[src/design/pcc_pkg.sv]
// ----------------------------------------------------------------------------
// pcc_pkg
// Shared types and constants of the clamped PID controller.
// ----------------------------------------------------------------------------
package pcc_pkg;

   localparam int unsigned DataWidth = 32;
   localparam int unsigned GainWidth = 31;
   localparam int unsigned CsrIndexWidth = 3;

   // Integral sum limit: +/-50.0 in Q16.16
   localparam logic signed [DataWidth-1:0] IntegLimit = 32'sd3276800;

   // Reset limits: -1.0 and +1.0 in Q16.16
   localparam logic signed [DataWidth-1:0] DriveMinReset = -32'sd65536;
   localparam logic signed [DataWidth-1:0] DriveMaxReset = 32'sd65536;

   typedef enum logic [CsrIndexWidth-1:0] {
      CSR_PROP_GAIN  = 3'd0,
      CSR_INTEG_GAIN = 3'd1,
      CSR_DERIV_GAIN = 3'd2,
      CSR_DRIVE_MIN  = 3'd3,
      CSR_DRIVE_MAX  = 3'd4
   } csr_index_type;

   typedef logic signed [DataWidth-1:0] q16_type;
   typedef logic [GainWidth-1:0] gain_type;

endpackage

[src/design/pcc_output.sv]
// ----------------------------------------------------------------------------
// pcc_output
// Final sum and output limit clamp into the result register.
// ----------------------------------------------------------------------------
module pcc_output
   import pcc_pkg::*;
(
   input  logic                clock,
   input  logic                load,
   input  logic signed [49:0]  pd_sum,
   input  q16_type             sum,
   input  q16_type             drive_min,
   input  q16_type             drive_max,
   output q16_type             drive
);

   logic signed [50:0] total;
   logic signed [50:0] lim_lo;
   logic signed [50:0] lim_hi;
   q16_type            drive_in;
   q16_type            drive_ff;

   always_comb begin
      total  = 51'(pd_sum) + 51'(sum);
      lim_lo = 51'(drive_min);
      lim_hi = 51'(drive_max);
      // crossed limits: drive_min for totals under it, drive_max for all others
      if (total < lim_lo) begin
         drive_in = drive_min;
      end else if (total > lim_hi) begin
         drive_in = drive_max;
      end else begin
         drive_in = total[DataWidth-1:0];
      end
   end

   always_ff @(posedge clock) begin
      if (load) begin
         drive_ff <= drive_in;
      end
   end

   assign drive = drive_ff;

endmodule

[config.mk]
export PLATFORM = sky130hd
export DESIGN_NAME = pcc_output
export DESIGN_NICKNAME = d
export VERILOG_FILES = /design/src/design/pcc_pkg.sv /design/src/design/pcc_output.sv
export SDC_FILE = /design/constraint.sdc
export NUM_CORES = 1
export LEC_CHECK = 0
export BUFFER_PORTS_ARGS = -buffer_cell sky130_fd_sc_hd__buf_2
export CORE_MARGIN = 4
export CORE_UTILIZATION = 50
export DETAILED_ROUTE_END_ITERATION = 6
export PLACE_DENSITY = 0.79
export REMOVE_ABC_BUFFERS = 1
export SKIP_LAST_GASP = 1
export SYNTH_ARGS = -nofsm -noshare
export SYNTH_HDL_FRONTEND = slang
export SYNTH_SLANG_ARGS = --single-unit
[constraint.sdc]
create_clock -name clock -period 9.2 [get_ports clock]
set_input_delay 2.76 -clock clock [delete_from_list [all_inputs] [get_ports clock]]
set_output_delay 2.76 -clock clock [all_outputs]
set_load 0.03 [all_outputs]
==> flow_summary.json, run 1 <==
{
  "worst_setup_path_start_kind": "input pin",
  "grt_antenna_before_repair": 2,
  "synth_area_leaders": "ha_1, edfxtp_1, a21oi_1",
  "cts_resized": 0,
  "timing.hold.worst_path_depth": 2,
  "dr.pass1.iters": 5,
  "worstPathMaxFanout": 18,
  "timing.slew.headroom": 0.447,
  "synth-seq-cells": 32,
  "numCtsBuffers": 5,
  "initial_core_util": 0.510,
  "vias_per_cell": 6.00,
  "grt_pass1_wl_mm": 34.2,
  "portBuffers": 179,
  "layout-drive-gt1-share": 0.191,
  "setup_tns_ps": 0,
  "cp.arrival_ps": 8240,
  "hpwl_mm": 17.5,
  "synth.avg_cell_area_sq_um": 7.73,
  "power_frac_comb": 0.669,
  "cts_buffer_depth": 2,
  "vias": 7546,
  "area_growth_pct": 16.8,
  "synth.cell_area_sq_um": 7090,
  "fin_nets": 1375,
  "track_usage": 0.255,
  "synth_cell_type_count": 67,
  "path_clk_slew_ps": 60,
  "grt_max_degree": 34,
  "netlist_instances": 917,
  "p_leak_nw": 4.24,
  "peakVddDrop_mv": 0.0868,
  "num_rows": 43,
  "fin_crit_sh": 0.893,
  "power.density_nw_per_um2": 158,
  "yosysWarnings": 0,
  "synth_top_area_cell": "ha_1",
  "gp_congestion": 0.952,
  "min_path_type": "in2reg",
  "finalSetupViolCount": 0,
  "drt_iter0_drc": 618,
  "ys.flop_type": "edfxtp_1",
  "place_ws_ps": 717,
  "htree_levels": 2,
  "pwr-share-clk": 0.151,
  "die_h_um": 127,
  "crit_type": "in2reg",
  "synth-seq-area-share": 0.136,
  "die_area_sq_um": 16100,
  "slew_viol_final": 0,
  "avgRoutedWirePerCell_um": 16.9,
  "coreArea_sq_um": 13900,
  "ios": 180,
  "drt-total-wl_mm": 21.2,
  "worst_slew_pin_slew_ps": 830,
  "cts_sinks": 32,
  "seqPwrFrac": 0.180,
  "p_switching_w": 0.000622,
  "grt_pass1_vias": 7165,
  "largest_register_ffs": 32,
  "rsz0062_at_grt": "false",
  "crit_path_start": "pd_sum[0]",
  "synthArstFlopShare": 0,
  "die_x_um": 127,
  "synth_most_common_cell": "ha_1",
  "clock-root-buffer": "clkbuf_16",
  "ant_nets": 0,
  "hold_ws_ps": 2810,
  "swShare": 0.476,
  "setup.worst_path.end_class": "register",
  "post_cts_buffers": 0,
  "fin_crit_ps": 8210,
  "cap_violations": 0,
  "synth_common_cells": "ha_1, a21oi_1, inv_1",
  "status": "finished, final reports clean",
  "final_util": 0.596,
  "min_from": "drive_min[27]",
  "ctsHoldBuffers": 0,
  "cts_tree": "built",
  "final_hold_viol_count": 0,
  "p_int_w": 0.000685,
  "synth_edf_count": 32,
  "gr-total-overflow": 0,
  "drc_errors": 0,
  "layout_setup_ws_ps": 987,
  "fmax_mhz": 122,
  "synth_top_area_frac": 0.267,
  "worstPathRequired_ps": 9230
}
[power by group through the flow]
stage / sequential (W) / clock (W) / combinational, W
after floorplan: 0.000319 / 0 / 0.000528
after global placement: 0.000239 / 0 / 0.000840
after detailed placement: 0.000238 / 0 / 0.000858
after CTS: 0.000236 / 0.000195 / 0.000864
after global routing: 0.000239 / 0.000200 / 0.000968
final: 0.000235 / 0.000198 / 0.000874
[routing by layer]
| metal | up-vias | wire length [um] | share of wire | track usage |
|---|---|---|---|---|
| met1 | 3388 | 9090 | 0.43 | 0.341 |
| met5 | - | 7 | 0.00033 | 0 |
| met3 | 43 | 1910 | 0.090 | 0.0376 |
| met4 | 2 | 507 | 0.024 | 0.0744 |
| li1 | 3755 | - | - | - |
| met2 | 358 | 9720 | 0.46 | 0.427 |
[worst paths after layout]
path | slack (ps) | end
min | 2810 | drive[27]
max | 990 | drive[25]
[per-stage QoR]
stage,total power (W),cell area [sq um],cells
2_1_floorplan,0.000847,6940,885
3_3_place_gp,0.00108,8110,1248
3_5_place_dp,0.00110,8110,1248
4_1_cts,0.00129,8270,1256
5_1_grt,0.00141,8280,1257
6_report,0.00131,8280,1258
[cells in the final DEF, fill, tap and decap left out, drive strengths merged, types with 3 or more instances in the layout]
cell | netlist | final
and2 | 4 | 4
nand4 | 23 | 23
nand2b | 7 | 7
ha | 151 | 151
edfxtp | 32 | 32
o2111ai | 3 | 3
a21oi | 109 | 109
o31ai | 5 | 5
clkbuf | 24 | 6
o211ai | 9 | 9
o211a | 3 | 3
a21o | 35 | 35
o21ai | 47 | 47
xnor2 | 24 | 24
and3 | 9 | 9
buf | 8 | 183
nor4 | 6 | 6
xor2 | 13 | 13
nand3 | 25 | 25
a2111oi | 3 | 3
and4 | 3 | 3
or3 | 6 | 6
a221oi | 3 | 3
o21bai | 8 | 8
mux2i | 25 | 25
o31a | 4 | 4
inv | 88 | 88
a31oi | 10 | 10
nor3 | 43 | 43
nor2b | 10 | 10
a211o | 6 | 6
a31o | 4 | 4
nor2 | 49 | 49
o21a | 14 | 14
or2 | 3 | 3
nand2 | 63 | 63
a211oi | 9 | 9
[worst max-delay path, stage by stage]
cell	delay [ps]
buf_2	80
ha_1	190
inv_1	70
fa_1	420
nor2b_1	200
o2111ai_1	170
a2111oi_2	610
o2111ai_1	200
nand3b_1	220
a41oi_1	210
o21ai_1	230
o31ai_1	130
ha_1	370
nand4_1	130
nor3_1	310
and3_1	260
nand4_1	140
o31a_1	320
o21a_1	150
nor2_4	460
buf_12	250
mux2i_1	230
a21oi_1	90
[area by class of cell]
| class | count | area [sq um] |
|---|---|---|
| diodes | 2 | 5.00 |
| multi-input cells | 765 | 5650 |
| inverters | 88 | 330 |
| clock inverters | 2 | 35.0 |
| flip-flops and latches | 32 | 961 |
| fillers | 1306 | 5600 |
| repair buffers | 183 | 938 |
| clock buffers | 6 | 129 |
| well taps | 180 | 225 |
[cells by family after synthesis]
kind of cell	Yosys count	synth area share
fa+ha+maj	152	0.269
flops	32	0.136
buf+inv	120	0.0676
mux	26	0.0374
simple gates	259	0.181
compound gates	291	0.263
xor+xnor	37	0.0457
(Power assumes the default switching activity.)
==> run 2, diff against run 1 <==
Settings changed: PLACE_DENSITY 0.79 to 0.8.
==> flow_summary.json, run 2 (synthesized netlist as in run 1, its figures left out) <==
{
  "drt_iter0_drc": 521,
  "gp_congestion": 0.939,
  "worstPathRequired_ps": 9190,
  "grt_max_degree": 34,
  "cts_tree": "built",
  "coreArea_sq_um": 13900,
  "power.density_nw_per_um2": 156,
  "crit_path_start": "pd_sum[0]",
  "rsz0062_at_grt": "false",
  "num_rows": 43,
  "ant_nets": 0,
  "postPlaceCellArea_sq_um": 8100,
  "cts_buffer_depth": 2,
  "worstPathMaxFanout": 19,
  "ctsHoldBuffers": 0,
  "htree_levels": 2,
  "hold_ws_ps": 2820,
  "fin_nets": 1376,
  "finalInstanceArea_sq_um": 8270,
  "initial_core_util": 0.510,
  "avgRoutedWirePerCell_um": 16.7,
  "drt-total-wl_mm": 21.0,
  "layout_setup_ws_ps": 1040,
  "regArea_sq_um": 961,
  "fin_crit_sh": 0.887,
  "num_antenna_cells": 0,
  "area_growth_pct": 16.7,
  "crit_path_end": "drive[26]",
  "finalSetupViolCount": 0,
  "vias": 7482,
  "ios": 180,
  "fin_crit_ps": 8160,
  "die_x_um": 127,
  "peakVddDrop_mv": 0.0769,
  "path_clk_slew_ps": 50,
  "die_area_sq_um": 16100,
  "grt_antenna_before_repair": 2,
  "final_common_cell": "buf_2",
  "grt_pass1_vias": 7074,
  "dr.pass1.iters": 5,
  "largest_register_ffs": 32,
  "cp.arrival_ps": 8150,
  "status": "finished, final reports clean",
  "fill_cells": 1294,
  "crit_type": "in2reg",
  "place_ws_ps": 876,
  "clock-root-buffer": "clkbuf_16",
  "layout-drive-gt1-share": 0.192,
  "min_path_type": "in2reg",
  "drc_errors": 0,
  "multi_input_area_sq_um": 5650,
  "track_usage": 0.250,
  "p_leak_nw": 4.24,
  "cts_sinks": 32,
  "numCtsBuffers": 5,
  "vias_per_cell": 5.95,
  "post_cts_buffers": 0,
  "cap_violations": 0,
  "grt_pass1_wl_mm": 33.7,
  "setup_tns_ps": 0,
  "slew_viol_final": 0,
  "totalPowerFinal_w": 0.00129,
  "setup.worst_path.end_class": "register",
  "hpwl_mm": 17.4,
  "die_h_um": 127,
  "portBuffers": 179,
  "worst_setup_path_start_kind": "input pin",
  "fmax_mhz": 123,
  "cts_resized": 0,
  "layout_common_cells": "buf_2, ha_1, a21oi_1",
  "worst_slew_pin_slew_ps": 796,
  "gr-total-overflow": 0,
  "final_hold_viol_count": 0,
  "timing.slew.headroom": 0.469
}
==> run 2: metal layers <==
layer	vias up	GRT usage	part of all wire
met5	-	0	0.00067
met2	318	0.425	0.46
met1	3378	0.339	0.43
met4	4	0.0505	0.018
met3	33	0.0393	0.087
li1	3749	-	-
==> run 2: metrics by stage <==
step            util  std cells
5_1_grt        0.596       1257
6_report       0.596       1257
3_5_place_dp   0.584       1249
3_3_place_gp   0.584       1249
4_1_cts        0.596       1257
2_1_floorplan      -        885
==> run 2: final cells by class <==
type,count,area share
sequential,32,0.116
clock buffer,6,0.0156
multi-input combinational,765,0.684
tap,180,0.0272
inverter,88,0.0400
clock inverter,2,0.00424
timing repair buffer,184,0.113
==> run 2: how the worst min path moves through the flow <==
stage | start | cells after the start | endpoint | slack (ps)
after global routing | drive_min[29] | 2 | drive[29] | 2820
final | drive_min[27] | 2 | drive[27] | 2820
after global placement | drive_min[29] | 2 | drive[29] | 3080
after detailed placement | drive_min[27] | 2 | drive[27] | 3090
after floorplan | load | 0 | drive[0] | 2870
after CTS | drive_min[27] | 2 | drive[27] | 2820
==> run 2: power by group <==
group          total (W)  internal [W]  switching (W)
Sequential      0.000234      0.000221      0.0000129
Clock           0.000190      0.000127      0.0000628
Combinational   0.000868      0.000332       0.000536
==> run 2: critical path, cell delays in order <==
cell and delay, ps:
buf_2 80, ha_1 170, inv_1 60, fa_1 420
nor2b_1 190, o2111ai_1 160, a2111oi_2 600, o2111ai_1 190
nand3b_1 220, a41oi_1 250, o21ai_1 260, o31ai_1 150
ha_1 380, nand4_1 150, nor3_1 370, and3_1 290
nand4_1 170, o31a_1 320, o21a_1 160, nor2_4 110
buf_4 310, mux2i_1 270, a21oi_1 90
