### config.mk
export PLATFORM = sky130hd
export DESIGN_NAME = pcc_error
export DESIGN_NICKNAME = d
export VERILOG_FILES = /design/src/design/pcc_pkg.sv /design/src/design/pcc_error.sv
export SDC_FILE = /design/constraint.sdc
export NUM_CORES = 1
export LEC_CHECK = 0
export ABC_AREA = 1
export BUFFER_PORTS_ARGS = -buffer_cell sky130_fd_sc_hd__buf_2
export CAP_MARGIN = 20
export CELL_PAD_IN_SITES_DETAIL_PLACEMENT = 1
export CELL_PAD_IN_SITES_GLOBAL_PLACEMENT = 1
export CORE_ASPECT_RATIO = 1.2
export CORE_MARGIN = 3
export CORE_UTILIZATION = 41
export CTS_CLUSTER_DIAMETER = 80
export CTS_CLUSTER_SIZE = 25
export DETAILED_ROUTE_END_ITERATION = 12
export PLACE_DENSITY = 0.92
export SLEW_MARGIN = 20
export SYNTH_ARGS = -nofsm -noshare
export SYNTH_HDL_FRONTEND = slang
export SYNTH_SLANG_ARGS = --single-unit
### constraint.sdc
create_clock -name clock -period 4.63 [get_ports clock]
set_input_delay 0.2315 -clock clock [delete_from_list [all_inputs] [get_ports clock]]
set_output_delay 0.2315 -clock clock [all_outputs]
set_load 0.02 [all_outputs]
### src/design/pcc_pkg.sv
// ----------------------------------------------------------------------------
// pcc_pkg
// Shared types and constants of the clamped PID controller.
// ----------------------------------------------------------------------------
package pcc_pkg;

   localparam int unsigned DataWidth = 32;
   localparam int unsigned GainWidth = 31;
   localparam int unsigned CsrIndexWidth = 3;

   // Integral sum limit: +/-50.0 in Q16.16
   localparam logic signed [DataWidth-1:0] IntegLimit = 32'sd3276800;

   // Reset limits: -1.0 and +1.0 in Q16.16
   localparam logic signed [DataWidth-1:0] DriveMinReset = -32'sd65536;
   localparam logic signed [DataWidth-1:0] DriveMaxReset = 32'sd65536;

   typedef enum logic [CsrIndexWidth-1:0] {
      CSR_PROP_GAIN  = 3'd0,
      CSR_INTEG_GAIN = 3'd1,
      CSR_DERIV_GAIN = 3'd2,
      CSR_DRIVE_MIN  = 3'd3,
      CSR_DRIVE_MAX  = 3'd4
   } csr_index_type;

   typedef logic signed [DataWidth-1:0] q16_type;
   typedef logic [GainWidth-1:0] gain_type;

endpackage

### src/design/pcc_error.sv
// ----------------------------------------------------------------------------
// pcc_error
// Saturated error and error difference stage; holds the previous error.
// ----------------------------------------------------------------------------
module pcc_error
   import pcc_pkg::*;
(
   input  logic         clock,
   input  logic         reset,
   input  logic         load,
   input  q16_type      target,
   input  q16_type      measured,
   output q16_type      err,
   output logic signed [DataWidth:0] delta
);

   logic signed [DataWidth:0] diff;
   q16_type                   err_in;
   q16_type                   err_ff;
   q16_type                   prev_err_ff;
   logic signed [DataWidth:0] delta_in;
   logic signed [DataWidth:0] delta_ff;

   always_comb begin
      diff = {target[DataWidth-1], target} - {measured[DataWidth-1], measured};
      // saturate on signed overflow of the difference
      if (diff[DataWidth] != diff[DataWidth-1]) begin
         err_in = diff[DataWidth] ? {1'b1, {(DataWidth-1){1'b0}}}
                                  : {1'b0, {(DataWidth-1){1'b1}}};
      end else begin
         err_in = diff[DataWidth-1:0];
      end
      delta_in = {err_in[DataWidth-1], err_in} - {prev_err_ff[DataWidth-1], prev_err_ff};
   end

   always_ff @(posedge clock) begin
      if (reset) begin
         prev_err_ff <= '0;
      end else if (load) begin
         prev_err_ff <= err_in;
      end
   end

   always_ff @(posedge clock) begin
      if (load) begin
         err_ff   <= err_in;
         delta_ff <= delta_in;
      end
   end

   assign err   = err_ff;
   assign delta = delta_ff;

endmodule

==> results of run 1 <==
-- state kept, by name, summed over array words and instances (netlist names) --
| signal | count |
|---|---|
| err | 32 |
| prev_err_ff | 32 |
| delta | 33 |
-- routing by layer --
metal	vias to the layer above	part of all wire (%)
li1	3608	-
met3	35	2.5
met4	0	2.8
met2	148	52
met5	-	0
met1	3378	42
-- layout make-up --
class	count	area [sq um]	share of cell area, %
clock buffer	10	229	2.62
clock inverter	6	92.6	1.06
inverter	185	694	7.94
multi-input combinational	741	4150	47.5
sequential	97	2590	29.7
tap	220	275	3.15
timing repair buffer	138	711	8.13
-- worst min-delay path, stage by stage --
cell and delay [ns]:
buf_2 0.10, a21oi_1 0.04, o21ai_0 0.08, inv_1 0.04
-- worst min-delay path by stage --
stage | end | slack, ns
2_1_floorplan | delta[0] | 0.34
3_3_place_gp | prev_err_ff[29] | 0.49
4_1_cts | prev_err_ff[31] | 0.17
5_1_grt | prev_err_ff[31] | 0.18
3_5_place_dp | prev_err_ff[30] | 0.51
6_report | prev_err_ff[31] | 0.18
-- metrics by stage --
stage / power, mW / cell area (sq um) / utilization (%) / cells
detailed placement: 3.55 / 8420 / 47.4 / 1381
global placement: 3.47 / 8420 / 47.4 / 1381
finish: 4.35 / 8740 / 49.2 / 1397
CTS: 4.37 / 8740 / 49.2 / 1397
global route: 4.65 / 8740 / 49.2 / 1397
floorplan: 2.84 / 7520 / - / 1039
-- cells in the final DEF, fill, tap and decap left out, types with 24 or more instances in the layout --
| master | Yosys | layout |
|---|---|---|
| buf_2 | 1 | 130 |
| nand3_1 | 38 | 38 |
| edfxtp_1 | 65 | 65 |
| a21oi_1 | 94 | 94 |
| inv_1 | 184 | 184 |
| o21ai_0 | 51 | 51 |
| dfxtp_1 | 32 | 32 |
| nand2_1 | 272 | 272 |
| xor2_1 | 27 | 27 |
| ha_1 | 63 | 63 |
| nor2_1 | 76 | 76 |
| xnor2_1 | 24 | 24 |
-- power breakdown --
part / total [mW] / leakage [nW] / switching (mW) / internal (mW)
Sequential: 1.32 / 0.902 / 0.0686 / 1.25
Clock: 0.807 / 0.149 / 0.331 / 0.476
Combinational: 2.22 / 3.43 / 1.47 / 0.753
Total: 4.35 / 4.49 / 1.86 / 2.48
-- kinds of logic after synthesis --
group           count (synthesis)  share of synthesized area (%)
fa+ha+maj                      65                           11.0
buf+inv                       201                           10.3
compound gates                186                           13.8
simple gates                  439                           24.5
xor+xnor                       51                           5.94
flops                          97                           34.5
==> flow_summary.yaml, run 1 <==
worst_setup_path:
  cp_max_fo: 10
  crit_path_top_delay_cell: "fa_1"
  worstRegToRegCells: 12
  cp_top_family: "simple AND/OR/NAND/NOR gates"
  crit_buf_inv: 5
  crit_start: "target[0]"
  worst-path-stages: 28
  worstSetupPathType: "in2reg"
  reg2reg_slack_ns: 2.14
  timing.rr.end: "delta[22]"
  max_stage_delay_ns: 0.42
  regToRegStartpoint: "prev_err_ff[0]"
  cp-start-kind: "input pin"
  cp_common_cell: "nand2_1"
  arrival_ns: 4.38
  endpoint: "delta[21]"
  critPathRequiredTime_ns: 4.72
  endpoint_kind: "flop"
global_routing:
  grt_max_degree: 69
  use_met1_pct: 26.9
  grt-ovfl-total: 0
  use_met2_pct: 41.9
  grt-busiest-layer: "met2"
  antenna_found_initial: 0
  grt_pass1_wl_um: 36300
  grt_usage_pct: 22.5
  use_met3_pct: 2.11
  grt_pass1_vias: 7542
place:
  hpwl_um: 19000
  numPortBuffers: 131
  dp_slack_ns: 0.0362
  gp_congestion: 0.900
min_path:
  hold_start: "reset"
  worstHoldPathCells: 4
  hold_class: "in2reg"
logic_synthesis:
  synth_nets: 1171
  synth-edff-count: 65
  synth_top_area_cell: "edfxtp_1"
  async_flop_share_pct: 0
  synth_cell_types: 34
  synth_area_sq_um: 7520
  ys_ff_latch: 97
  yosysWarnings: 0
  yosys.cell_count.top_type: "nand2_1"
  yosys-top-cells-count: "272 x nand2_1, 184 x inv_1, 94 x a21oi_1"
  synthCells: 1039
  avgSynthCellArea_sq_um: 7.23
  synth_area_leaders: "edfxtp_1 26%, nand2_1 14%, ha_1 10%"
  netlist.area_leader.share_pct: 26.0
  ys_seq_area_share_pct: 34.5
  ys.flop_type: "edfxtp_1"
final_layout:
  synthToLayoutAreaGrowth_pct: 16.3
  drive_above_1_share_pct: 15.1
  num_antenna_cells: 0
  nFillCells: 2380
  fin_nets: 1304
timing:
  grt_setup_unrepaired: "false"
  fin_crit_ns: 4.29
  maxSlewHeadroom_pct: 44.0
  skew_ns: 0.0140
  tightest_slew_ns: 0.840
  finalSetupViolations: 0
  post-route-period-util_pct: 92.7
  finalHoldViolCount: 0
  finalSetupTns_ns: 0
  holdWs_ns: 0.176
  timing.final.ws_setup_ns: 0.340
  report.final.slew_viol_count: 0
  max_freq_ghz: 0.233
route:
  vias_per_cell: 5.13
  drtAntennaViolNets: 0
  drt_iter0_drc: 267
  wl_per_cell_um: 16.1
  wl_um: 22400
  dr_total_vias: 7169
  first_pass_iters: 6
  drc_errors: 0
power_and_ir_drop:
  power.leakage_nw: 4.49
  cellPowerDensity_nw_per_um2: 497
  ir_worst_vdd_v: 0.000232
job:
  maxCapViolations: 0
cts:
  cts-root-buf: "clkbuf_16"
  cts_buffers: 9
  clkSinkCount: 97
  ctsResizeCount: 0
  clock_path_buffers: 2
  cts_tree: "done"
  ctsHoldBuffers: 0
  h-tree-depth: 3
  clk_pin_slew_ns: 0.08
  cts_setup_buffers: 0
  clk-insertion-delay-late_ns: 0.36
die:
  die_h_um: 154
  rows: 53
  fp.dieW_um: 130
  die_area_sq_um: 20000
  core_area_sq_um: 17800
  initial_core_util_pct: 42.3
  io_pins: 132
outcome:
  status: "finished, final reports clean"
Power figures use the tool's default switching activity.
==> run 2, diff against run 1 <==
==> constraint.sdc (replaced) <==
create_clock -name clock -period 4.63 [get_ports clock]
set_input_delay 0.926 -clock clock [delete_from_list [all_inputs] [get_ports clock]]
set_output_delay 0.926 -clock clock [all_outputs]
set_load 0.02 [all_outputs]
==> flow_summary.yaml, run 2 (synthesis results as in run 1) <==
outcome:
  status: "finished, violations left"
  violations: "negative setup slack"
timing:
  holdWs_ns: 0.568
  max_freq_ghz: 0.211
  fin_crit_ns: 4.74
  tightest_slew_ns: 1.06
  maxSlewHeadroom_pct: 29.1
  skew_ns: 0.0129
  timing.final.ws_setup_ns: -0.112
  finalHoldViolCount: 0
  finalSetupTns_ns: -0.158
  finalSetupViolations: 5
  post-route-period-util_pct: 102
  report.final.slew_viol_count: 0
route:
  vias_per_cell: 5.45
  dr_total_vias: 8345
  drc_errors: 0
  first_pass_iters: 5
  drt_iter0_drc: 663
  wl_per_cell_um: 19.7
  wl_um: 30200
  drtAntennaViolNets: 0
final_layout:
  synthToLayoutAreaGrowth_pct: 34.0
  final_common_cell: "nand2_1"
  largest_reg_flops: 33
  num_antenna_cells: 0
  fin_nets: 1437
  final_cell_mix: "267 x nand2_1, 184 x inv_1, 138 x buf_4"
  drive_above_1_share_pct: 27.9
  final_cell_area_sq_um: 10100
  finalCoreUtilization_pct: 56.7
cts:
  clk_pin_slew_ns: 0.07
  cts_tree: "done"
  clkSinkCount: 97
  clk-insertion-delay-late_ns: 0.36
  h-tree-depth: 3
  clock_path_buffers: 2
  cts-root-buf: "clkbuf_16"
  cts_buffers: 9
  ctsHoldBuffers: 0
min_path:
  hold_class: "reg2reg"
  hold_end: "prev_err_ff[29]"
  worstHoldPathCells: 2
  hold_start: "prev_err_ff[29]"
worst_setup_path:
  cp-start-kind: "input pin"
  timing.rr.end: "delta[30]"
  reg2reg_slack_ns: 2.17
  regToRegStartpoint: "prev_err_ff[0]"
  worstRegToRegCells: 13
  cp_max_fo: 11
  critPathRequiredTime_ns: 4.73
  max_stage_delay_ns: 0.40
  cp_common_cell: "nand2_1"
  crit_path_top_delay_cell: "ha_1"
  endpoint_kind: "flop"
  arrival_ns: 4.85
  worstSetupPathType: "in2reg"
power_and_ir_drop:
  switching_share_pct: 44.0
  seqPwrFrac_pct: 25.3
  power.leakage_nw: 5.16
  combPwrFrac_pct: 60.7
  clkPwrFrac_pct: 14.0
  ir_worst_vdd_v: 0.000232
  power.net_switching_mw: 2.32
  power_mw: 5.28
  cellPowerDensity_nw_per_um2: 524
  p_int_mw: 2.96
die:
  initial_core_util_pct: 42.3
  fp.dieW_um: 130
  core_area_sq_um: 17800
  rows: 53
  die_h_um: 154
  die_area_sq_um: 20000
  io_pins: 132
place:
  numPortBuffers: 131
  gp_congestion: 0.922
  hpwl_um: 21100
  place_area_sq_um: 9440
global_routing:
  grt_max_degree: 100
  grt_pass1_vias: 8751
  antenna_found_initial: 0
  grt-ovfl-total: 0
  grt_pass1_wl_um: 42000
  grt_usage_pct: 26.2
job:
  maxCapViolations: 0
[run 2: power groups by stage]
stage	clock, mW	combinational (mW)	sequential, mW
2_1_floorplan	0	1.24	1.60
4_1_cts	0.737	2.81	1.34
6_report	0.740	3.20	1.33
3_3_place_gp	0	2.62	1.33
3_5_place_dp	0	2.74	1.35
5_1_grt	0.778	3.40	1.36
[run 2: what timing repair did]
| action | CTS | global route |
|---|---|---|
| setup endpoints to repair | 2 | 21 |
| resized for setup | 2 | 72 |
| pin swaps | 0 | 9 |
| setup buffers | 0 | 3 |
[run 2: through the flow]
stage / setup WS (ns) / instances
floorplan: 0.153 / 1039
global placement: -0.222 / 1511
detailed placement: -0.367 / 1511
CTS: 0.0291 / 1527
global route: -0.386 / 1530
finish: -0.112 / 1530
[run 2: worst max-delay path, delay by kind of cell]
family / cells / cell delay, ns
AOI/OAI and AO/OA: 1 / 0.09
xor gates and xnor gates: 1 / 0.14
and+or+nand+nor: 21 / 2.21
adders and majority gates: 3 / 0.90
buffers and inverters: 6 / 0.58
[run 2: final cells by class]
cell class	count	area (sq um)
clock buffers	11	254
clock inverters	5	36.3
fillers	2306	7700
inverters	185	694
multi-input cells	741	4470
flip-flops and latches	97	2590
well taps	220	275
repair buffers	271	1750
[run 2: routing by layer]
layer | vias to the layer above | wire [um] | GRT usage, %
li1 | 3891 | - | -
met1 | 4016 | 11400 | 28.5
met2 | 328 | 16100 | 50.6
met3 | 110 | 1140 | 2.28
met4 | 0 | 1520 | 11.5
met5 | - | 0 | 0
[run 2: worst max-delay path by stage]
stage,from,end,depth (start not counted)
floorplan,target[0],delta[22],30
global placement,target[0],delta[32],31
detailed placement,target[0],delta[32],31
CTS,target[0],delta[21],30
global route,target[0],delta[28],32
finish,target[0],delta[28],32
==> run 3, diff against run 2 <==
--- a/config.mk
+++ b/config.mk
@@ -16,7 +16,7 @@
 export CTS_CLUSTER_DIAMETER = 80
 export CTS_CLUSTER_SIZE = 25
 export DETAILED_ROUTE_END_ITERATION = 12
-export PLACE_DENSITY = 0.92
+export PLACE_DENSITY = 0.91
 export SLEW_MARGIN = 20
 export SYNTH_ARGS = -nofsm -noshare
 export SYNTH_HDL_FRONTEND = slang
==> flow_summary.yaml, run 3 (synthesis results as in run 1) <==
timing:
  finalHoldViolCount: 0
  report.final.slew_viol_count: 0
  holdWs_ns: 0.546
  fin_crit_ns: 4.66
  timing.final.ws_setup_ns: -0.0283
  post-route-period-util_pct: 101
  max_freq_ghz: 0.215
  finalSetupViolations: 1
  maxSlewHeadroom_pct: 34.3
  finalSetupTns_ns: -0.0283
  skew_ns: 0.0174
  tightest_slew_ns: 0.986
cts:
  h-tree-depth: 3
  cts_tree: "done"
  ctsHoldBuffers: 0
  cts_buffers: 9
  clk-insertion-delay-late_ns: 0.36
  clk_pin_slew_ns: 0.07
  clock_path_buffers: 2
  cts-root-buf: "clkbuf_16"
  clkSinkCount: 97
global_routing:
  antenna_found_initial: 1
  grt-ovfl-total: 0
  grt_max_degree: 94
  grt_usage_pct: 26.6
  grt_pass1_vias: 8807
  grt_pass1_wl_um: 42600
route:
  vias_per_cell: 5.55
  first_pass_iters: 5
  drtAntennaViolNets: 0
  dr_total_vias: 8480
  drt_iter0_drc: 506
  drc_errors: 0
  wl_per_cell_um: 20.0
  wl_um: 30500
place:
  hpwl_um: 21100
  numPortBuffers: 131
  dp_slack_ns: -0.318
  place_area_sq_um: 9380
  gp_congestion: 0.945
power_and_ir_drop:
  cellPowerDensity_nw_per_um2: 532
  power.leakage_nw: 5.12
  power_mw: 5.33
  ir_worst_vdd_v: 0.000277
die:
  rows: 53
  io_pins: 132
  die_area_sq_um: 20000
  initial_core_util_pct: 42.3
  core_area_sq_um: 17800
  die_h_um: 154
  fp.dieW_um: 130
final_layout:
  final_cell_area_sq_um: 10000
  final_common_cell: "nand2_1"
  drive_above_1_share_pct: 28.2
  largest_reg_flops: 33
  final_cell_mix: "267 x nand2_1, 184 x inv_1, 137 x buf_4"
  fin_nets: 1434
  synthToLayoutAreaGrowth_pct: 33.3
  num_antenna_cells: 0
worst_setup_path:
  crit_path_top_delay_cell: "fa_2"
  cp_max_fo: 8
  critPathRequiredTime_ns: 4.72
  reg2reg_slack_ns: 1.96
  arrival_ns: 4.74
  cp-start-kind: "input pin"
  worstSetupPathType: "in2reg"
  cp_common_cell: "nand2_1"
  max_stage_delay_ns: 0.36
  endpoint_kind: "flop"
job:
  maxCapViolations: 0
min_path:
  hold_class: "reg2reg"
outcome:
  violations: "negative setup slack"
  status: "finished, violations left"
==> run 3: cell count changes in the layout (fill, tap and decap cells not counted), sizes merged <==
cell,change
clkinv,+2
inv,-2
buf,-3
==> run 3: layer usage <==
layer | share of wire [%] | GRT usage, % | vias up
met5 | 0.033 | 0 | -
met4 | 7.1 | 12.5 | 2
met3 | 4.4 | 2.66 | 153
met2 | 51 | 49.9 | 369
met1 | 37 | 29.4 | 4076
li1 | - | - | 3880
==> run 3: worst paths after layout <==
kind	startpoint	to	cells past startpoint
max reg2reg	prev_err_ff[0]	delta[22]	12
max	target[0]	delta[22]	29
min reg2reg	prev_err_ff[30]	prev_err_ff[30]	2
min	prev_err_ff[30]	prev_err_ff[30]	2
==> run 3: layout make-up <==
cell class	instances	area [sq um]
inverters	185	694
flip-flops and latches	97	2590
multi-input cells	741	4460
clock inverters	5	37.5
fillers	2305	7750
clock buffers	11	264
well taps	220	275
repair buffers	268	1690
==> run 3: through the flow <==
stage	cells	utilization, %
floorplan	1039	-
global placement	1509	52.8
detailed placement	1509	52.8
CTS	1525	54.6
global route	1527	56.4
finish	1527	56.4
==> run 3: what timing repair did <==
item,4_1_cts,5_1_grt
resized for setup,5,76
pin swaps,0,4
setup endpoints to repair,3,23
endpoints found under the hold margin,0,0
buffers inserted,0,2
==> run 3: where the power goes <==
| part | switching [mW] | total (mW) | internal [mW] |
|---|---|---|---|
| combinational | 1.95 | 3.23 | 1.28 |
| clock | 0.353 | 0.767 | 0.413 |
| sequential | 0.0735 | 1.33 | 1.25 |
==> run 3: worst max-delay path, delay by kind of cell <==
family / cells / cell delay (ns)
AND/OR/NAND/NOR: 16 / 1.53
buffers and inverters: 6 / 0.66
adder cells (fa/ha/maj): 3 / 0.81
AO/OA/AOI/OAI: 3 / 0.59
XOR/XNOR: 1 / 0.19
