$ cat config.mk
export PLATFORM = sky130hd
export DESIGN_NAME = pcc_integrator
export DESIGN_NICKNAME = d
export VERILOG_FILES = /design/src/design/pcc_pkg.sv /design/src/design/pcc_integrator.sv
export SDC_FILE = /design/constraint.sdc
export NUM_CORES = 1
export LEC_CHECK = 0
export BUFFER_PORTS_ARGS = -buffer_cell sky130_fd_sc_hd__buf_2
export CAP_MARGIN = 25
export CELL_PAD_IN_SITES_DETAIL_PLACEMENT = 2
export CELL_PAD_IN_SITES_GLOBAL_PLACEMENT = 2
export CORE_MARGIN = 5
export CORE_UTILIZATION = 34
export CTS_CLUSTER_DIAMETER = 200
export CTS_CLUSTER_SIZE = 8
export DETAILED_ROUTE_END_ITERATION = 10
export PLACE_DENSITY = 0.85
export REMOVE_ABC_BUFFERS = 1
export SLEW_MARGIN = 20
export SYNTH_ARGS = -nofsm -noshare
export SYNTH_HDL_FRONTEND = slang
export SYNTH_SLANG_ARGS = --single-unit
$ cat constraint.sdc
create_clock -name clock -period 6.1 [get_ports clock]
set_clock_uncertainty 0.15 [all_clocks]
set_input_delay 0.915 -clock clock [delete_from_list [all_inputs] [get_ports clock]]
set_output_delay 0.915 -clock clock [all_outputs]
set_load 0.02 [all_outputs]
$ cat src/design/pcc_pkg.sv
// ----------------------------------------------------------------------------
// pcc_pkg
// Shared types and constants of the clamped PID controller.
// ----------------------------------------------------------------------------
package pcc_pkg;

   localparam int unsigned DataWidth = 32;
   localparam int unsigned GainWidth = 31;
   localparam int unsigned CsrIndexWidth = 3;

   // Integral sum limit: +/-50.0 in Q16.16
   localparam logic signed [DataWidth-1:0] IntegLimit = 32'sd3276800;

   // Reset limits: -1.0 and +1.0 in Q16.16
   localparam logic signed [DataWidth-1:0] DriveMinReset = -32'sd65536;
   localparam logic signed [DataWidth-1:0] DriveMaxReset = 32'sd65536;

   typedef enum logic [CsrIndexWidth-1:0] {
      CSR_PROP_GAIN  = 3'd0,
      CSR_INTEG_GAIN = 3'd1,
      CSR_DERIV_GAIN = 3'd2,
      CSR_DRIVE_MIN  = 3'd3,
      CSR_DRIVE_MAX  = 3'd4
   } csr_index_type;

   typedef logic signed [DataWidth-1:0] q16_type;
   typedef logic [GainWidth-1:0] gain_type;

endpackage

$ cat src/design/pcc_integrator.sv
// ----------------------------------------------------------------------------
// pcc_integrator
// Clamped integral accumulator and proportional plus derivative sum.
// ----------------------------------------------------------------------------
module pcc_integrator
   import pcc_pkg::*;
(
   input  logic                clock,
   input  logic                reset,
   input  logic                load,
   input  logic signed [47:0]  p_term,
   input  logic signed [47:0]  i_term,
   input  logic signed [48:0]  d_term,
   output q16_type             sum,
   output logic signed [49:0]  pd_sum
);

   localparam logic signed [48:0] SumHigh = 49'(IntegLimit);
   localparam logic signed [48:0] SumLow  = -49'(IntegLimit);

   logic signed [48:0] sum_raw;
   q16_type            sum_in;
   q16_type            sum_ff;
   logic signed [49:0] pd_in;
   logic signed [49:0] pd_ff;

   always_comb begin
      sum_raw = 49'(sum_ff) + 49'(i_term);
      if (sum_raw < SumLow) begin
         sum_in = SumLow[DataWidth-1:0];
      end else if (sum_raw > SumHigh) begin
         sum_in = SumHigh[DataWidth-1:0];
      end else begin
         sum_in = sum_raw[DataWidth-1:0];
      end
      pd_in = 50'(p_term) + 50'(d_term);
   end

   // the sum register doubles as this stage's payload for the item
   always_ff @(posedge clock) begin
      if (reset) begin
         sum_ff <= '0;
      end else if (load) begin
         sum_ff <= sum_in;
      end
   end

   always_ff @(posedge clock) begin
      if (load) begin
         pd_ff <= pd_in;
      end
   end

   assign sum    = sum_ff;
   assign pd_sum = pd_ff;

endmodule

==> impl_metrics.yaml, run 1 <==
global_route:
  overflow: 0
  antenna_found_initial: 5
  grt_pass1_wl_mm: 54.4
  grt_max_degree: 59
  grt_pass1_vias: 10200
  grtUsageTotal: 0.231
critical_path:
  critical_path_buf_inv_count: 2
  slowest_stage: "fa_1"
  cp-start-kind: "input pin"
  setup.worst_path.class: "in -> reg"
  required_ns: 6.20
  endpoint_kind: "flip-flop"
  max_stage_delay_ns: 0.44
  arrival_ns: 4.84
  cp_max_fo: 17
  crit_chain: "buf_2 -> ha_1 -> fa_1 -> a21o_1 -> a211oi_1 -> o2bb2ai_1 -> xor2_1 -> nand4_1 -> and4bb_1 -> nand3_1 -> a2111oi_0 -> and3_1 -> and4_1 -> nor2_2 -> buf_4 -> o31ai_1"
  cpLargestDelayFamily: "compound AO/OA/AOI/OAI gates"
clock_tree:
  cts_tree: "built"
  cts_setup_buffers: 0
  ctsRootBufferMaster: "clkbuf_16"
  numCtsBuffers: 9
  clkSinkCount: 82
  postCtsHoldBufs: 0
  cts_resized: 0
  clkTransAtPathRegs_ns: 0.08
  cts_buffer_depth: 2
  clk_latency_ns: 0.36
  htreeDepth: 3
logic_synthesis:
  syn_area_per_cell_um2: 8.38
  synth_fa_ha_area_frac: 0.142
  seq_area_frac_synth: 0.242
  async_flop_share: 0
  synthFlopType: "edfxtp_1"
  syn-cell-area_um2: 8860
  ys_warn_count: 0
  ys_ff_latch: 82
  synth_cell_type_count: 86
  synth_compound_area_frac: 0.297
  synth_edf_count: 50
  netlist.area_leader.share: 0.169
  synth-xor-area-share: 0.0692
  yosysMostFrequentCell: "nand2_1"
  synth_top_family_by_area: "compound AO/OA/AOI/OAI gates"
  postSynthCellCount: 1057
  yosys.area_share.simple: 0.217
  synth_top_area_cell: "edfxtp_1"
  synthTopCellsByCount: "nand2_1 (102), a21oi_1 (99), ha_1 (97), nor2_1 (78), edfxtp_1 (50)"
  synthMuxAreaShare: 0.00579
  ys_top_cells_by_area: "edfxtp_1 (17%), ha_1 (14%), dfxtp_1 (7.2%)"
timing:
  slew_violations: 0
  hold_violations: 0
  worst_slew_pin_slew_ns: 0.970
  fin_setup_tns_ns: 0
  worst_slack_ns: 1.36
  layout_min_cycle_time_ns: 4.74
  max_slew_margin: 0.351
  max_freq_mhz: 211
  period_share: 0.777
  setup_viol: 0
  rsz0062_at_grt: "no"
finish:
  fillers: 3036
  area_growth_pct: 19.2
  final_nets: 1509
  final_layout_size_suffix_gt1_frac: 0.227
placed_design:
  dp_hpwl_mm: 29.2
  numPortBuffers: 229
  place.gp.congestion: 0.920
  place_ws_ns: 0.961
route:
  vias_per_cell: 5.77
  drtAntennaViolNets: 0
  wl_per_cell_um: 21.7
  vias: 9261
  dr.pass1.iters: 4
  drt-initial-drc-count: 376
  wl_mm: 34.8
  route.detailed.drc: 0
floorplan:
  coreArea_um2: 25800
  ios: 230
  die_h_um: 171
  num_rows: 59
  dieArea_um2: 29400
  die_w_um: 171
  initial_utilization: 0.343
power_and_ir_drop:
  total_power_mw: 2.25
  ir_drop_uv: 127
  p_per_area_nw_per_um2: 213
  p_leak_nw: 4.63
run_status:
  outcome: "finished clean"
hold_path:
  hold_class: "reg -> reg"
flow_run:
  cap_viol_max_count: 0
-- cells by family (layout without fill, tap and decap cells) --
logic type,Yosys count,after routing
AOI/OAI and AO/OA,371,371
muxes,5,5
adders and majority gates,99,99
buffers and inverters,57,267
other,0,2
DFF,82,82
xor gates and xnor gates,70,70
and+or+nand+nor,373,373
-- where the power goes --
group          internal, mW  leakage, nW  switching [mW]
combinational         0.367         3.73           0.627
clock                 0.285        0.143           0.272
sequential            0.673        0.751          0.0283
total                  1.32         4.63           0.927
-- layout by cell type, fill, tap and decap left out, drive strengths merged, types with 4 or more instances in the layout --
master / Yosys / layout
o21bai: 13 / 13
mux2i: 4 / 4
o31ai: 17 / 17
buf: 20 / 231
nand2: 102 / 102
inv: 20 / 26
o211ai: 13 / 13
o2111ai: 5 / 5
nand4: 29 / 29
a31oi: 12 / 12
a2111oi: 5 / 5
nand3: 29 / 29
nand2b: 10 / 10
ha: 97 / 97
o21a: 26 / 26
a211o: 4 / 4
clkbuf: 17 / 9
xnor2: 38 / 38
o21ai: 70 / 70
or3: 11 / 11
edfxtp: 50 / 50
and2: 14 / 14
a211oi: 20 / 20
nor2b: 13 / 13
a21o: 41 / 41
nor3: 34 / 34
nor4b: 4 / 4
dfxtp: 32 / 32
and3: 15 / 15
nor4: 12 / 12
o31a: 5 / 5
xor2: 32 / 32
nor2: 79 / 79
a21oi: 100 / 100
or4: 4 / 4
-- final timing paths --
path,depth (start not counted),startpoint,endpoint,slack (ns)
hold reg to reg,2,sum[0],sum[0],0.33
setup reg to reg,14,sum[31],sum[14],1.55
setup / recovery,16,i_term[0],sum[14],1.36
hold / removal,2,sum[0],sum[0],0.33
-- registers in the layout (all words and copies together), names as in the netlist --
| signal | count |
|---|---|
| pd_sum | 50 |
| sum | 32 |
-- through the flow --
stage,util,hold WS (ns),std cells,cell area (um2)
6_report,0.409,0.334,1604,10600
5_1_grt,0.409,0.361,1604,10600
4_1_cts,0.409,0.338,1602,10600
3_5_place_dp,0.398,0.325,1586,10300
3_3_place_gp,0.397,0.314,1586,10300
2_1_floorplan,-,0.389,1020,8690
-- routing by layer --
| metal | vias to the layer above | share of wire | GRT usage |
|---|---|---|---|
| met5 | - | 0.0012 | 0 |
| met4 | 6 | 0.024 | 0.0696 |
| met3 | 56 | 0.049 | 0.0444 |
| met2 | 203 | 0.51 | 0.425 |
| met1 | 4545 | 0.41 | 0.270 |
| li1 | 4451 | - | - |
-- worst min-delay path: cells and delay by family, from the launching register on --
family | cells | cell delay, ns
simple gates | 1 | 0.06
compound gates | 1 | 0.05
flops | 1 | 0.34
-- final cells by class --
type / count / area [um2] / share of cell area
Multi-Input combinational cell: 918 / 6470 / 0.613
Sequential cell: 82 / 2140 / 0.203
Timing Repair Buffer: 231 / 1160 / 0.110
Tap cell: 335 / 419 / 0.0397
Clock buffer: 9 / 225 / 0.0213
Inverter: 20 / 75.1 / 0.00711
Clock inverter: 7 / 57.6 / 0.00545
Antenna cell: 2 / 5.00 / 0.000474
Note: power is estimated with default switching activity, not from simulation.
==> inputs of run 2 (changes only) <==
Settings changed: CORE_UTILIZATION 34 to 32, PLACE_DENSITY 0.85 to 0.81.
Clock period 6.1 ns to 4.9 ns, I/O delays scaled along.
==> run 2 against run 1 <==
Compared with the run above: clock-buffer cell count unchanged; final cell count increased by 3.7%; worst setup slack got worse by 1.0 ns; sequential share of layout area decreased by 0.40 points; register-to-register slack got worse by 1.0 ns; first-iteration DRC count decreased by 13%; largest cell class unchanged; highest routed layer unchanged.
==> impl_metrics.yaml, run 2 (synthesis gave the netlist of run 1 again) <==
run_status:
  outcome: "finished clean"
finish:
  fillers: 3204
  multi_input_area_um2: 6470
  mostFrequentLayoutCells: "buf_2 (229), nand2_1 (102), a21oi_1 (99), ha_1 (97), nor2_1 (78)"
  final_nets: 1526
  seqCellArea_um2: 2140
  final_area_um2: 10800
  fin_util: 0.391
  final_layout_size_suffix_gt1_frac: 0.238
  mostFrequentLayoutCell: "buf_2"
  largest_reg_flops: 50
  area_growth_pct: 21.6
timing:
  rsz0062_at_grt: "no"
  setup_viol: 0
  worst_slew_pin_slew_ns: 0.949
  period_share: 0.930
  hold_violations: 0
  layout_min_cycle_time_ns: 4.55
  max_freq_mhz: 220
  fin_setup_tns_ns: 0
  worst_slack_ns: 0.345
  slew_violations: 0
  max_slew_margin: 0.367
critical_path:
  startpoint: "i_term[0]"
  cp_max_fo: 17
  arrival_ns: 4.65
  cp-start-kind: "input pin"
  setup.worst_path.class: "in -> reg"
  reg2reg_from: "sum[0]"
  endpoint_kind: "flip-flop"
  required_ns: 5.00
clock_tree:
  ctsRootBufferMaster: "clkbuf_16"
  cts_tree: "built"
  clkTransAtPathRegs_ns: 0.07
  cts_buffer_depth: 2
  numCtsBuffers: 9
  clkSinkCount: 82
  clk_latency_ns: 0.35
  postCtsHoldBufs: 0
  htreeDepth: 3
route:
  drtAntennaViolNets: 0
  wl_mm: 35.2
  wl_per_cell_um: 21.1
  vias_per_cell: 5.61
  route.detailed.drc: 0
  drt-initial-drc-count: 328
  vias: 9342
  dr.pass1.iters: 5
hold_path:
  hold_class: "reg -> reg"
  hold_start: "sum[25]"
power_and_ir_drop:
  switching_share: 0.403
  ir_drop_uv: 161
  p_sw_mw: 1.16
  total_power_mw: 2.87
  p_clk_frac: 0.257
  seqPwrFrac: 0.303
  p_per_area_nw_per_um2: 266
  p_leak_nw: 4.72
  intPower_mw: 1.72
  p_comb_frac: 0.440
floorplan:
  num_rows: 61
  ios: 230
  dieArea_um2: 31100
  coreArea_um2: 27600
  initial_utilization: 0.322
  die_w_um: 176
  die_h_um: 176
global_route:
  overflow: 0
  grt_pass1_vias: 10200
  grtUsageTotal: 0.222
  grt_max_degree: 67
  antenna_found_initial: 4
  grt_pass1_wl_mm: 55.5
placed_design:
  place_ws_ns: 0.0342
  place.gp.congestion: 0.894
  dp_hpwl_mm: 29.5
  numPortBuffers: 229
  placed_cell_area_um2: 10500
flow_run:
  cap_viol_max_count: 0
==> run 2: metal layers <==
metal | vias up | wire length [um] | track usage
li1 | 4488 | - | -
met1 | 4609 | 14800 | 0.264
met2 | 194 | 18000 | 0.408
met3 | 47 | 1730 | 0.0450
met4 | 4 | 733 | 0.0554
met5 | - | 21 | 0
==> run 2: cell type report <==
class,count,share of cell area
repair buffers,248,0.121
flip-flops and latches,82,0.199
diodes,2,0.000464
clock buffers,9,0.0209
inverters,20,0.00697
clock inverters,7,0.00755
multi-input cells,918,0.601
well taps,378,0.0439
==> run 2: worst max-delay path: stages <==
cell and delay (ns):
buf_2 0.10, ha_1 0.24, fa_1 0.44, a21o_1 0.20
a211oi_1 0.31, nor2b_1 0.20, xor2_1 0.39, nand4_1 0.23
and4bb_1 0.33, nand3_1 0.12, a2111oi_0 0.43, and3_1 0.24
and4_1 0.21, nor2_2 0.06, buf_12 0.16, o31ai_1 0.23
==> run 2: final timing paths <==
path / cells past startpoint / slack (ns) / to
min: 1 / 0.33 / sum[25]
max: 16 / 0.35 / sum[15]
min reg2reg: 1 / 0.33 / sum[25]
max reg2reg: 15 / 0.51 / sum[15]
==> run 2: metrics by stage <==
stage / hold WS, ns / std cells
global route: 0.362 / 1664
detailed placement: 0.325 / 1646
CTS: 0.337 / 1662
finish: 0.334 / 1664
floorplan: 0.389 / 1020
global placement: 0.314 / 1646
==> run 2: power groups by stage <==
stage               logic (mW)  clock network, mW  registers [mW]
detailed placement        1.26                  0           0.885
global placement          1.22                  0           0.883
global route              1.38              0.793           0.880
CTS                       1.27              0.765           0.872
finish                    1.26              0.739           0.870
floorplan                0.705                  0           0.987
==> run 2: timing repair <==
action | 4_1_cts | 5_1_grt
buffers inserted | 0 | 0
endpoints found under the setup margin | 0 | 8
gates resized for setup | 0 | 1
==> inputs of run 3 (changes only) <==
==> constraint.sdc (replaced) <==
create_clock -name clock -period 4.9 [get_ports clock]
set_clock_uncertainty 0.15 [all_clocks]
set_input_delay 0.98 -clock clock [delete_from_list [all_inputs] [get_ports clock]]
set_output_delay 0.98 -clock clock [all_outputs]
set_load 0.02 [all_outputs]
==> run 3 against run 2 <==
Compared with the run above: total power up 2.6%; final cell count up 0.78%; sequential share of layout area down 0.22 points; die area unchanged; clock power up 8.8%; critical path depth unchanged; flip-flop and latch count unchanged; register-to-register slack worse by 0.17 ns; core utilization up 0.42 points; clock-buffer cell count unchanged; global-route usage up 0.20 points; via count up 1.0%.
==> impl_metrics.yaml, run 3 (synthesis gave the netlist of run 1 again) <==
run_status:
  outcome: "finished clean"
timing:
  max_freq_mhz: 218
  period_share: 0.938
  whs_ns: 0.335
  hold_violations: 0
  worst_slack_ns: 0.304
  worst_slew_pin_slew_ns: 0.941
  setup_viol: 0
  rsz0062_at_grt: "no"
  max_slew_margin: 0.373
  layout_min_cycle_time_ns: 4.60
  slew_violations: 0
  fin_setup_tns_ns: 0
finish:
  area_growth_pct: 22.9
  fin_util: 0.395
  largest_reg_flops: 50
  mostFrequentLayoutCells: "buf_2 (229), nand2_1 (102), a21oi_1 (99), ha_1 (97), nor2_1 (78)"
  final_nets: 1538
  fin_cells: 1677
  mostFrequentLayoutCell: "buf_2"
  final_layout_size_suffix_gt1_frac: 0.244
critical_path:
  slowest_stage: "a2111oi_0"
  reg2reg_from: "sum[31]"
  max_stage_delay_ns: 0.47
  cp_max_fo: 17
  crit_chain: "buf_2 -> ha_1 -> fa_1 -> a21o_1 -> a21oi_1 -> xor2_1 -> nor4b_1 -> nand4_1 -> and4bb_1 -> nand3_1 -> a2111oi_0 -> and3_1 -> and4_1 -> nor2_2 -> buf_12 -> o31ai_1"
  critical_path_buf_inv_count: 2
  r2r_setup_slack_ns: 0.34
  endpoint_kind: "flip-flop"
  required_ns: 5.01
  arrival_ns: 4.71
  setup.worst_path.class: "in -> reg"
  rr_worst_depth: 14
  cp-start-kind: "input pin"
  r2r_end: "sum[13]"
  cpLargestDelayFamily: "simple AND/OR/NAND/NOR gates"
power_and_ir_drop:
  p_sw_mw: 1.17
  switching_share: 0.398
  intPower_mw: 1.77
  p_comb_frac: 0.432
  p_clk_frac: 0.273
  p_leak_nw: 4.79
  ir_drop_uv: 153
  seqPwrFrac: 0.295
  p_per_area_nw_per_um2: 271
route:
  dr.pass1.iters: 5
  wl_mm: 35.9
  wl_per_cell_um: 21.4
  drtAntennaViolNets: 0
  route.detailed.drc: 0
  vias: 9438
  vias_per_cell: 5.63
  drt-initial-drc-count: 401
floorplan:
  num_rows: 61
  dieArea_um2: 31100
  initial_utilization: 0.322
  die_h_um: 176
  coreArea_um2: 27600
  die_w_um: 176
  ios: 230
clock_tree:
  cts_tree: "built"
  ctsRootBufferMaster: "clkbuf_16"
  htreeDepth: 3
  cts_setup_buffers: 0
  numCtsBuffers: 9
  clk_latency_ns: 0.35
  clkSinkCount: 82
  cts_resized: 0
  postCtsHoldBufs: 0
  clkTransAtPathRegs_ns: 0.08
  cts_buffer_depth: 2
hold_path:
  whs_path_depth: 1
  hold_class: "reg -> reg"
  hold_start: "sum[22]"
  holdPathEnd: "sum[22]"
placed_design:
  place.gp.congestion: 0.929
  dp_hpwl_mm: 30.0
  numPortBuffers: 229
  place_ws_ns: -0.0440
  dp.cells: 1658
global_route:
  grt_pass1_vias: 10300
  grtUsageTotal: 0.224
  overflow: 0
  grt_pass1_wl_mm: 56.1
  antenna_found_initial: 6
  grt_max_degree: 67
flow_run:
  cap_viol_max_count: 0
## run 3: changes by cell type in the layout (fill, tap and decap cells not counted), sizes merged
cell,before,now
bufinv,1,2
clkinvlp,1,0
buf,248,260
diode,2,3
inv,25,23
clkinv,0,2
## run 3: worst max-delay path by stage
stage               start         end  slack (ns)  cells past startpoint
3_3_place_gp   p_term[11]  pd_sum[49]        0.11                     14
5_1_grt           sum[31]     sum[14]        0.04                     14
6_report        i_term[0]     sum[13]        0.30                     16
3_5_place_dp   p_term[11]  pd_sum[49]       -0.04                     14
2_1_floorplan  i_term[18]      sum[0]        0.45                     13
4_1_cts        p_term[11]  pd_sum[49]        0.31                     14
## run 3: power by group through the flow
stage	Sequential (mW)	Clock [mW]	Combinational (mW)
finish	0.871	0.804	1.27
global route	0.880	0.846	1.38
CTS	0.873	0.825	1.27
detailed placement	0.886	0	1.27
global placement	0.882	0	1.22
floorplan	0.987	0	0.705
## run 3: worst register-to-register path, delay by kind of cell (launching register included)
family                     cells  cell delay (ns)
AOI/OAI and AO/OA              7             1.78
and+or+nand+nor                5             1.11
buffers and inverters          1             0.16
DFF                            1             0.80
adders and majority gates      1             0.48
## run 3: layout make-up
class,instances,area (um2)
fill,3237,16700
inverter,20,75.1
multi-input combinational,918,6470
clock buffer,9,225
timing repair buffer,260,1390
antenna,3,7.51
clock inverter,7,106
sequential,82,2140
tap,378,473
## run 3: metrics by stage
step | power, mW | instance area [um2]
floorplan | 1.69 | 8690
global placement | 2.10 | 10600
detailed placement | 2.15 | 10600
CTS | 2.97 | 10900
global route | 3.11 | 10900
finish | 2.95 | 10900
## run 3: layer usage
metal	track usage	vias to the layer above	share of wire
li1	-	4504	-
met2	0.410	216	0.51
met4	0.0622	6	0.024
met1	0.262	4659	0.42
met3	0.0505	53	0.053
met5	0	-	0.00095
